## src/tkps_ram.sv

```systemverilog
// Generic single-write, single-read RAM with registered read data.
// Depends on nothing; used by top_k_per_sector_selector for the sector rows.
module tkps_ram #(
   parameter int unsigned WIDTH = 8,
   parameter int unsigned DEPTH = 16
) (
   input  logic                          clock,
   input  logic                          wr_en,
   input  logic [$clog2(DEPTH)-1:0]      wr_addr,
   input  logic [WIDTH-1:0]              wr_data,
   input  logic                          rd_en,
   input  logic [$clog2(DEPTH)-1:0]      rd_addr,
   output logic [WIDTH-1:0]              rd_data
);

   logic [WIDTH-1:0] mem [DEPTH];
   logic [WIDTH-1:0] rd_data_ff;

   always_ff @(posedge clock) begin
      if (wr_en) begin
         mem[wr_addr] <= wr_data;
      end
      if (rd_en) begin
         rd_data_ff <= mem[rd_addr];
      end
   end

   assign rd_data = rd_data_ff;

endmodule

```

## config.mk

```make
export PLATFORM = sky130hd
export DESIGN_NAME = tkps_ram
export DESIGN_NICKNAME = d
export VERILOG_FILES = /design/src/tkps_ram.sv
export SDC_FILE = /design/constraint.sdc
export NUM_CORES = 1
export LEC_CHECK = 0
export BUFFER_PORTS_ARGS = -buffer_cell sky130_fd_sc_hd__buf_2
export CAP_MARGIN = 5
export CORE_MARGIN = 1
export CORE_UTILIZATION = 55
export CTS_CLUSTER_DIAMETER = 30
export CTS_CLUSTER_SIZE = 10
export DETAILED_ROUTE_END_ITERATION = 8
export PLACE_DENSITY = 0.73
export SLEW_MARGIN = 20
export SYNTH_ARGS = -nofsm -noshare
export SYNTH_HDL_FRONTEND = slang
export SYNTH_SLANG_ARGS = --single-unit
```

## constraint.sdc

```tcl
create_clock -name clock -period 1.75 [get_ports clock]
set_input_delay 0 -clock clock [delete_from_list [all_inputs] [get_ports clock]]
set_output_delay 0 -clock clock [all_outputs]
set_load 0.02 [all_outputs]
```

==> flow_metrics.py, run 1 <==
metrics = {
    "run_status": {
        "status": "finished clean",
    },
    "worst_setup_path": {
        "path_buf_inv": 0,
        "critical_path_class": "reg -> reg",
        "cp_slowest_stage_delay_ns": 0.50,
        "path_delay_family": "multiplexers",
        "crit_path_start_kind": "register",
        "worst_ep_arrival_time_ns": 1.76,
        "cp-end-kind": "register",
        "cp_max_fo": 1,
        "rrSetupSlack_ns": 0.24,
        "path_cells": "mux4_1 > a22oi_1 > nand2_1",
        "cp.required_ns": 2.01,
        "cp_slowest_cell": "mux4_1",
    },
    "routing": {
        "routedWlPerCell_um": 22.75,
        "wl_um": 9964,
        "viasPerCell": 5.877,
        "drtIter0Drc": 179,
        "dr.pass1.iters": 4,
        "drc": 0,
        "num_vias": 2574,
        "ant_nets": 0,
    },
    "yosys": {
        "syn_inst": 229,
        "syn_area_per_cell_um2": 22.83,
        "synth_top_family_by_area": "multiplexers",
        "netlist_area_um2": 5228,
        "ys_types": 18,
        "syn_nets": 248,
        "synthSimpleGateAreaFrac_pct": 3.135,
        "synth.area.mux_share_pct": 14.79,
        "synth-seq-cells": 136,
        "yosysSeqAreaShare_pct": 78.12,
        "yosysWarnings": 0,
        "synthAdderAreaFrac_pct": 0,
        "synth_compound_area_share_pct": 2.298,
        "synthXorXnorAreaFrac_pct": 0,
    },
    "final_layout": {
        "drive_gt1_share_pct": 31.72,
        "stdcell_area_um2": 6356,
        "nNetsFinal": 315,
        "antenna_cells": 0,
        "fillers": 562,
        "mostFrequentLayoutCells": "edfxtp_1, buf_2, buf_4",
        "mostFrequentLayoutCell": "edfxtp_1",
        "syn2layout_area_growth_pct": 21.59,
    },
    "clocking": {
        "clk_path_buf_depth": 2,
        "post_cts_resized": 0,
        "cts_root_buf": "clkbuf_8",
        "cts-htree-levels": 4,
        "numCtsBuffers": 17,
        "cts_tree": "done",
        "clock_sinks": 136,
        "clkLatencyLatePin_ns": 0.52,
        "clkTransAtPathRegs_ns": 0.06,
    },
    "timing": {
        "fmax_mhz": 663.3,
        "fin_skew_ns": 0.007813,
        "rsz0062_at_grt": "false",
        "finalMaxSlewViolations": 0,
        "setup_violations": 0,
        "hold_ws_ns": 0.06125,
        "min_period_ns": 1.508,
        "period_share_pct": 86.15,
        "slew_headroom_pct": 66.74,
        "finalSetupTns_ns": 0,
        "hold_viol_final": 0,
        "tightestPinTransition_ns": 0.4990,
    },
    "global_routing": {
        "grt_pass1_wl_um": 15400,
        "overflow": 0,
        "grt_max_degree": 20,
        "grt_pass1_vias": 2666,
        "track_usage_pct": 22.80,
        "antenna_found_initial": 0,
    },
    "floorplan": {
        "dieArea_um2": 9898,
        "chipHeight_um": 99.49,
        "initial_utilization_pct": 56.57,
        "ios": 27,
        "core_um2": 9240,
        "fp-row-count": 35,
        "die_x_um": 99.49,
    },
    "power": {
        "pwr-share-seq_pct": 47.6,
        "power_density_nw_per_um2": 1221,
        "intPower_w": 0.006276,
        "ir_worst_vdd_uv": 700.6,
        "p_sw_w": 0.001483,
        "sw_frac_of_total_pct": 19.12,
        "combPwrFrac_pct": 4.9,
        "leakagePower_nw": 2.180,
        "power_frac_clock_pct": 47.6,
    },
    "place": {
        "gp_congestion": 0.7316,
        "place_area_um2": 5643,
        "dp_hpwl_um": 6266,
        "port_buffers": 26,
    },
    "min_path": {
        "hp-class": "in -> reg",
    },
    "run": {
        "cap_violations": 0,
    },
}
-- stage by stage --
stage	total power (W)	cells	setup WS, ns	utilization, %
after floorplan	0.003958	229	0.2571	-
after global placement	0.004106	397	0.2079	61.07
after detailed placement	0.004120	397	0.1752	61.07
after CTS	0.007806	438	0.2275	68.79
after global routing	0.007988	438	0.1848	68.79
final	0.007759	438	0.2424	68.79
-- layout make-up --
type                    count  area (um^2)  area share [%]
clock buffers              18        417.9           6.575
clock inverters            14        205.2           3.228
multi-input cells          83         1057           16.63
flip-flops and latches    136         4084           64.25
well taps                 129        161.4           2.539
repair buffers             58        430.4           6.772
-- worst paths after layout --
path,start,endpoint,depth (start not counted)
min,wr_addr[0],mem[4][6],3
min reg2reg,mem[15][6],rd_data[6],3
max reg2reg,mem[9][1],rd_data[1],3
max,mem[9][1],rd_data[1],3
-- sequential cells by signal, indices dropped and copies added, names as in the netlist --
signal	flops
rd_data	8
mem	128
-- timing repair --
action | in CTS | in global routing
hold buffers | 9 | 0
hold endpoints to repair | 136 | 0
setup buffers | 0 | 0
endpoints found under the setup margin | 0 | 0
-- worst register-to-register path, delay by kind of cell (launching register included) --
family	cells	cell delay, ns
AND/OR/NAND/NOR	1	0.09
flip-flops	1	0.35
multiplexers	1	0.50
AO/OA/AOI/OAI	1	0.30
-- layer usage --
metal  GRT usage (%)  share of wire, %  up-vias
met5               0                 0        -
met4           8.597               1.4        0
met3           6.395               5.5       13
met2           35.42                51       87
met1           31.38                43     1354
li1                -                 -     1120
-- power groups by stage --
stage                     logic, W  registers [W]  clock network (W)
after global placement    0.000350        0.00376                  0
after detailed placement  0.000361        0.00376                  0
after floorplan           0.000185        0.00377                  0
after CTS                 0.000382        0.00369            0.00373
final                     0.000377        0.00369            0.00369
after global routing      0.000407        0.00370            0.00389
-- kinds of logic (layout without fill, tap and decap cells) --
logic type             Yosys count  in the layout
DFF                            136            136
muxes                           32             32
buffers and inverters           10             90
AOI/OAI and AO/OA               16             16
and+or+nand+nor                 35             35
-- Yosys cell counts --
library cell | number | share of area (%)
buf_6 | 3 | 0.65
a22oi_1 | 16 | 2.3
clkdlybuf4s25_2 | 3 | 0.57
mux4_2 | 18 | 7.8
nor3_1 | 4 | 0.38
mux4_1 | 14 | 7.0
nor2_1 | 13 | 0.93
nand2_1 | 9 | 0.65
nand2b_1 | 2 | 0.24
buf_4 | 1 | 0.14
and2b_1 | 1 | 0.14
edfxtp_1 | 136 | 78
and2_1 | 1 | 0.12
nand3_1 | 1 | 0.096
nor2b_1 | 1 | 0.12
nand3b_1 | 2 | 0.29
or3b_2 | 1 | 0.17
buf_2 | 3 | 0.29
Note: power is estimated with default switching activity, not from simulation.
==> run 2: changes to the inputs <==
- CORE_UTILIZATION: 55 -> 60
- PLACE_DENSITY: 0.73 -> 0.78
==> flow_metrics.py, run 2 (synthesized netlist as in run 1, its figures left out) <==
metrics = {
    "place": {
        "dp_hpwl_um": 5783,
        "gp_congestion": 0.7297,
        "dpl.cell_count": 371,
        "dp_slack_ns": 0.1434,
        "port_buffers": 26,
    },
    "worst_setup_path": {
        "critical_path_class": "reg -> reg",
        "path_buf_inv": 0,
        "cp_slowest_stage_delay_ns": 0.50,
        "path_delay_family": "multiplexers",
        "cp.required_ns": 2.02,
        "cp-end-kind": "register",
        "cp_max_fo": 1,
        "crit_path_start_kind": "register",
        "path_cells": "mux4_1 > a22oi_1 > nand2_1",
        "cp_slowest_cell": "mux4_1",
        "worst_ep_arrival_time_ns": 1.78,
    },
    "power": {
        "sw_frac_of_total_pct": 19.02,
        "power_frac_clock_pct": 50.0,
        "leakagePower_nw": 2.191,
        "intPower_w": 0.006581,
        "pwr-share-seq_pct": 45.4,
        "power_density_nw_per_um2": 1278,
        "ir_worst_vdd_uv": 830.3,
        "p_sw_w": 0.001546,
        "combPwrFrac_pct": 4.6,
    },
    "clocking": {
        "numCtsBuffers": 17,
        "clkLatencyLatePin_ns": 0.53,
        "cts_tree": "done",
        "post_cts_resized": 0,
        "cts-htree-levels": 4,
        "clock_sinks": 136,
        "clk_path_buf_depth": 2,
        "cts_root_buf": "clkbuf_8",
        "clkTransAtPathRegs_ns": 0.06,
    },
    "routing": {
        "ant_nets": 0,
        "routedWlPerCell_um": 24.76,
        "drc": 0,
        "num_vias": 2594,
        "viasPerCell": 6.296,
        "wl_um": 10200,
        "drtIter0Drc": 212,
        "dr.pass1.iters": 4,
    },
    "timing": {
        "hold_viol_final": 0,
        "finalMaxSlewViolations": 0,
        "slew_headroom_pct": 72.50,
        "rsz0062_at_grt": "false",
        "period_share_pct": 86.30,
        "fin_ws_ns": 0.2398,
        "fin_skew_ns": 0.007020,
        "setup_violations": 0,
        "min_period_ns": 1.510,
        "tightestPinTransition_ns": 0.4125,
        "fmax_mhz": 662.1,
        "finalSetupTns_ns": 0,
    },
    "run": {
        "cap_violations": 0,
    },
    "floorplan": {
        "initial_utilization_pct": 62.68,
        "die_x_um": 95.34,
        "fp-row-count": 33,
        "chipHeight_um": 95.34,
        "core_um2": 8341,
        "ios": 27,
        "dieArea_um2": 9090,
    },
    "final_layout": {
        "syn2layout_area_growth_pct": 21.68,
        "regMostFlops": "mem",
        "largest_reg_flops": 128,
        "mostFrequentLayoutCell": "edfxtp_1",
        "antenna_cells": 0,
        "nNetsFinal": 313,
        "mostFrequentLayoutCells": "edfxtp_1, buf_2, mux4_2, buf_4",
        "drive_gt1_share_pct": 30.94,
        "utilization_pct": 76.27,
        "layoutNonFillerInstCount": 412,
    },
    "global_routing": {
        "grt_pass1_wl_um": 15290,
        "overflow": 0,
        "grt_max_degree": 33,
        "grt_pass1_vias": 2598,
        "antenna_found_initial": 0,
        "track_usage_pct": 25.45,
    },
    "run_status": {
        "status": "finished clean",
    },
    "min_path": {
        "hp-class": "in -> reg",
    },
}
==> run 2: cell count changes in the layout (fill, tap and decap cells not counted) <==
cell        before  now
clkinv_1         1    0
clkinv_4         1    2
clkbuf_1         1    3
clkinvlp_4       3    2
bufinv_16        5    7
buf_4           20   18
clkinv_2         4    1
==> run 2: layer usage <==
layer / vias to the layer above / track usage, % / part of all wire, %
met1: 1339 / 34.38 / 40
met4: 0 / 11.11 / 1.8
li1: 1107 / - / -
met3: 18 / 6.619 / 8.2
met5: - / 0 / 0
met2: 130 / 39.64 / 50
==> run 2: area by class of cell <==
cell class / count / area (um^2)
multi-input cells: 83 / 1057
flip-flops and latches: 136 / 4084
fillers: 442 / 1979
repair buffers: 56 / 415.4
clock inverters: 12 / 247.7
clock buffers: 20 / 425.4
well taps: 105 / 131.4
==> run 2: worst paths after layout <==
check	startpoint	endpoint	slack, ns	cells past startpoint
setup / recovery	mem[0][0]	rd_data[0]	0.24	3
hold / removal	wr_addr[0]	mem[4][5]	0.04	3
setup reg to reg	mem[0][0]	rd_data[0]	0.24	3
hold reg to reg	mem[0][3]	rd_data[3]	0.77	3
==> run 2: per-stage QoR <==
step                hold slack, ns  cell area (um^2)  total power (W)
floorplan                  0.09887              5228         0.003958
global placement            0.3745              5598         0.004098
detailed placement          0.3828              5598         0.004111
CTS                        0.02342              6361         0.008167
global route               0.04339              6361         0.008321
finish                     0.03942              6361         0.008127
==> run 2: what timing repair did <==
item                                   CTS  global route
endpoints found under the hold margin  136             0
hold buffers                             9             0
setup buffers                            0             0
==> run 2: power by group through the flow <==
stage,clock (W),combinational (W),sequential (W)
2_1_floorplan,0,0.000185,0.00377
3_3_place_gp,0,0.000344,0.00375
3_5_place_dp,0,0.000354,0.00376
4_1_cts,0.00410,0.000375,0.00369
5_1_grt,0.00422,0.000399,0.00370
6_report,0.00406,0.000373,0.00369
==> run 2: worst reg2reg max path, delay by kind of cell (launching register included) <==
| kind | cells | cell delay (ns) |
|---|---|---|
| muxes | 1 | 0.50 |
| DFF | 1 | 0.36 |
| AOI/OAI and AO/OA | 1 | 0.30 |
| and+or+nand+nor | 1 | 0.10 |
==> run 3: changes to the inputs <==
- CELL_PAD_IN_SITES_DETAIL_PLACEMENT: default -> 1
- CELL_PAD_IN_SITES_GLOBAL_PLACEMENT: default -> 2
- CORE_UTILIZATION: 60 -> 48
- PLACE_DENSITY: 0.78 -> default
- PLACE_DENSITY_LB_ADDON: default -> 0.1
==> flow_metrics.py, run 3 (synthesized netlist as in run 1, its figures left out) <==
metrics = {
    "routing": {
        "drc": 0,
        "ant_nets": 0,
        "wl_um": 10570,
        "drtIter0Drc": 126,
        "viasPerCell": 5.604,
        "routedWlPerCell_um": 23.90,
        "num_vias": 2477,
        "dr.pass1.iters": 4,
    },
    "floorplan": {
        "ios": 27,
        "core_um2": 10460,
        "initial_utilization_pct": 49.96,
        "chipHeight_um": 106.4,
        "die_x_um": 106.4,
        "fp-row-count": 37,
        "dieArea_um2": 11310,
    },
    "run_status": {
        "status": "finished clean",
    },
    "global_routing": {
        "met1_usage_pct": 27.82,
        "track_usage_pct": 21.53,
        "antenna_found_initial": 0,
        "met3_usage_pct": 6.009,
        "grt_pass1_wl_um": 16400,
        "overflow": 0,
        "grt_pass1_vias": 2748,
        "gr-usage-met2_pct": 34.09,
        "grt_max_degree": 33,
        "grt_busiest_layer": "met2",
    },
    "clocking": {
        "cts_root_buf": "clkbuf_8",
        "numCtsBuffers": 17,
        "clk_path_buf_depth": 2,
        "clkTransAtPathRegs_ns": 0.06,
        "post_cts_resized": 0,
        "cts_tree": "done",
        "cts-htree-levels": 4,
        "clkLatencyLatePin_ns": 0.54,
        "clock_sinks": 136,
    },
    "timing": {
        "min_period_ns": 1.498,
        "hold_viol_final": 0,
        "tightestPinTransition_ns": 0.4447,
        "finalSetupTns_ns": 0,
        "rsz0062_at_grt": "false",
        "fmax_mhz": 667.5,
        "fin_ws_ns": 0.2519,
        "finalMaxSlewViolations": 0,
        "fin_skew_ns": 0.008862,
        "period_share_pct": 85.61,
        "slew_headroom_pct": 70.35,
        "setup_violations": 0,
    },
    "worst_setup_path": {
        "critical_path_class": "reg -> reg",
        "cp_max_fo": 1,
        "worst_ep_arrival_time_ns": 1.78,
        "cp.required_ns": 2.03,
        "startpoint": "mem[5][2]",
        "cp-end-kind": "register",
        "crit_path_start_kind": "register",
        "reg2reg_from": "mem[5][2]",
    },
    "power": {
        "power_density_nw_per_um2": 1206,
        "combPwrFrac_pct": 4.9,
        "ir_worst_vdd_uv": 876.8,
        "power_frac_clock_pct": 46.5,
        "sw_frac_of_total_pct": 19.47,
        "p_sw_w": 0.001481,
        "leakagePower_nw": 2.159,
        "pwr-share-seq_pct": 48.5,
        "intPower_w": 0.006125,
    },
    "place": {
        "place_area_um2": 5637,
        "gp_congestion": 0.6782,
        "dp_slack_ns": 0.1420,
        "dp_hpwl_um": 6515,
        "port_buffers": 26,
        "dpl.cell_count": 402,
    },
    "final_layout": {
        "mostFrequentLayoutCell": "edfxtp_1",
        "largest_reg_flops": 128,
        "drive_gt1_share_pct": 30.07,
        "mostFrequentLayoutCells": "edfxtp_1, buf_2, mux4_2, buf_4",
        "antenna_cells": 0,
        "regMostFlops": "mem",
        "nNetsFinal": 313,
        "syn2layout_area_growth_pct": 20.68,
        "layoutNonFillerInstCount": 442,
        "stdcell_area_um2": 6309,
    },
    "min_path": {
        "hp-start": "wr_addr[0]",
        "hp-class": "in -> reg",
    },
    "run": {
        "cap_violations": 0,
    },
}
## run 3: changes by cell type in the layout (fill, tap and decap cells not counted), sizes merged
cell,before,now
clkinv,3,6
bufinv,7,4
clkbuf,20,21
clkinvlp,2,0
## run 3: cell type report
type	count	area [um^2]
repair buffers	56	415.4
multi-input cells	83	1057
flip-flops and latches	136	4084
clock inverters	10	152.6
clock buffers	21	429.2
fillers	910	4154
well taps	136	170.2
## run 3: worst paths after layout
check	end	slack (ns)	cells after the start
hold / removal	mem[0][4]	0.03	3
hold reg to reg	rd_data[1]	0.76	3
setup reg to reg	rd_data[2]	0.25	3
setup / recovery	rd_data[2]	0.25	3
## run 3: repair_timing
action	in CTS	in global routing
hold endpoints to repair	136	0
setup buffers	0	0
hold buffers	9	0
## run 3: routing by layer
layer  share of wire, %  wire (um)
met4                1.9        197
met1                 44       4651
met3                3.2        339
met5                  0          0
met2                 51       5377
## run 3: critical path, cell delays in order (launching register included)
cell	delay, ns
edfxtp_1	0.39
mux4_1	0.55
a22oi_1	0.22
nand2_1	0.08
## run 3: power groups by stage
stage	registers (W)	clock network (W)	logic, W
floorplan	0.00377	0	0.000185
CTS	0.00369	0.00360	0.000383
detailed placement	0.00376	0	0.000366
global route	0.00370	0.00370	0.000407
global placement	0.00375	0	0.000358
finish	0.00369	0.00354	0.000376
## run 3: metrics by stage
stage | hold slack, ns | total power (W) | util [%]
after global routing | 0.05366 | 0.007808 | 60.30
after detailed placement | 0.4011 | 0.004124 | 53.87
after CTS | 0.003311 | 0.007679 | 60.30
after floorplan | 0.09887 | 0.003958 | -
final | 0.02750 | 0.007606 | 60.30
after global placement | 0.3941 | 0.004112 | 53.87
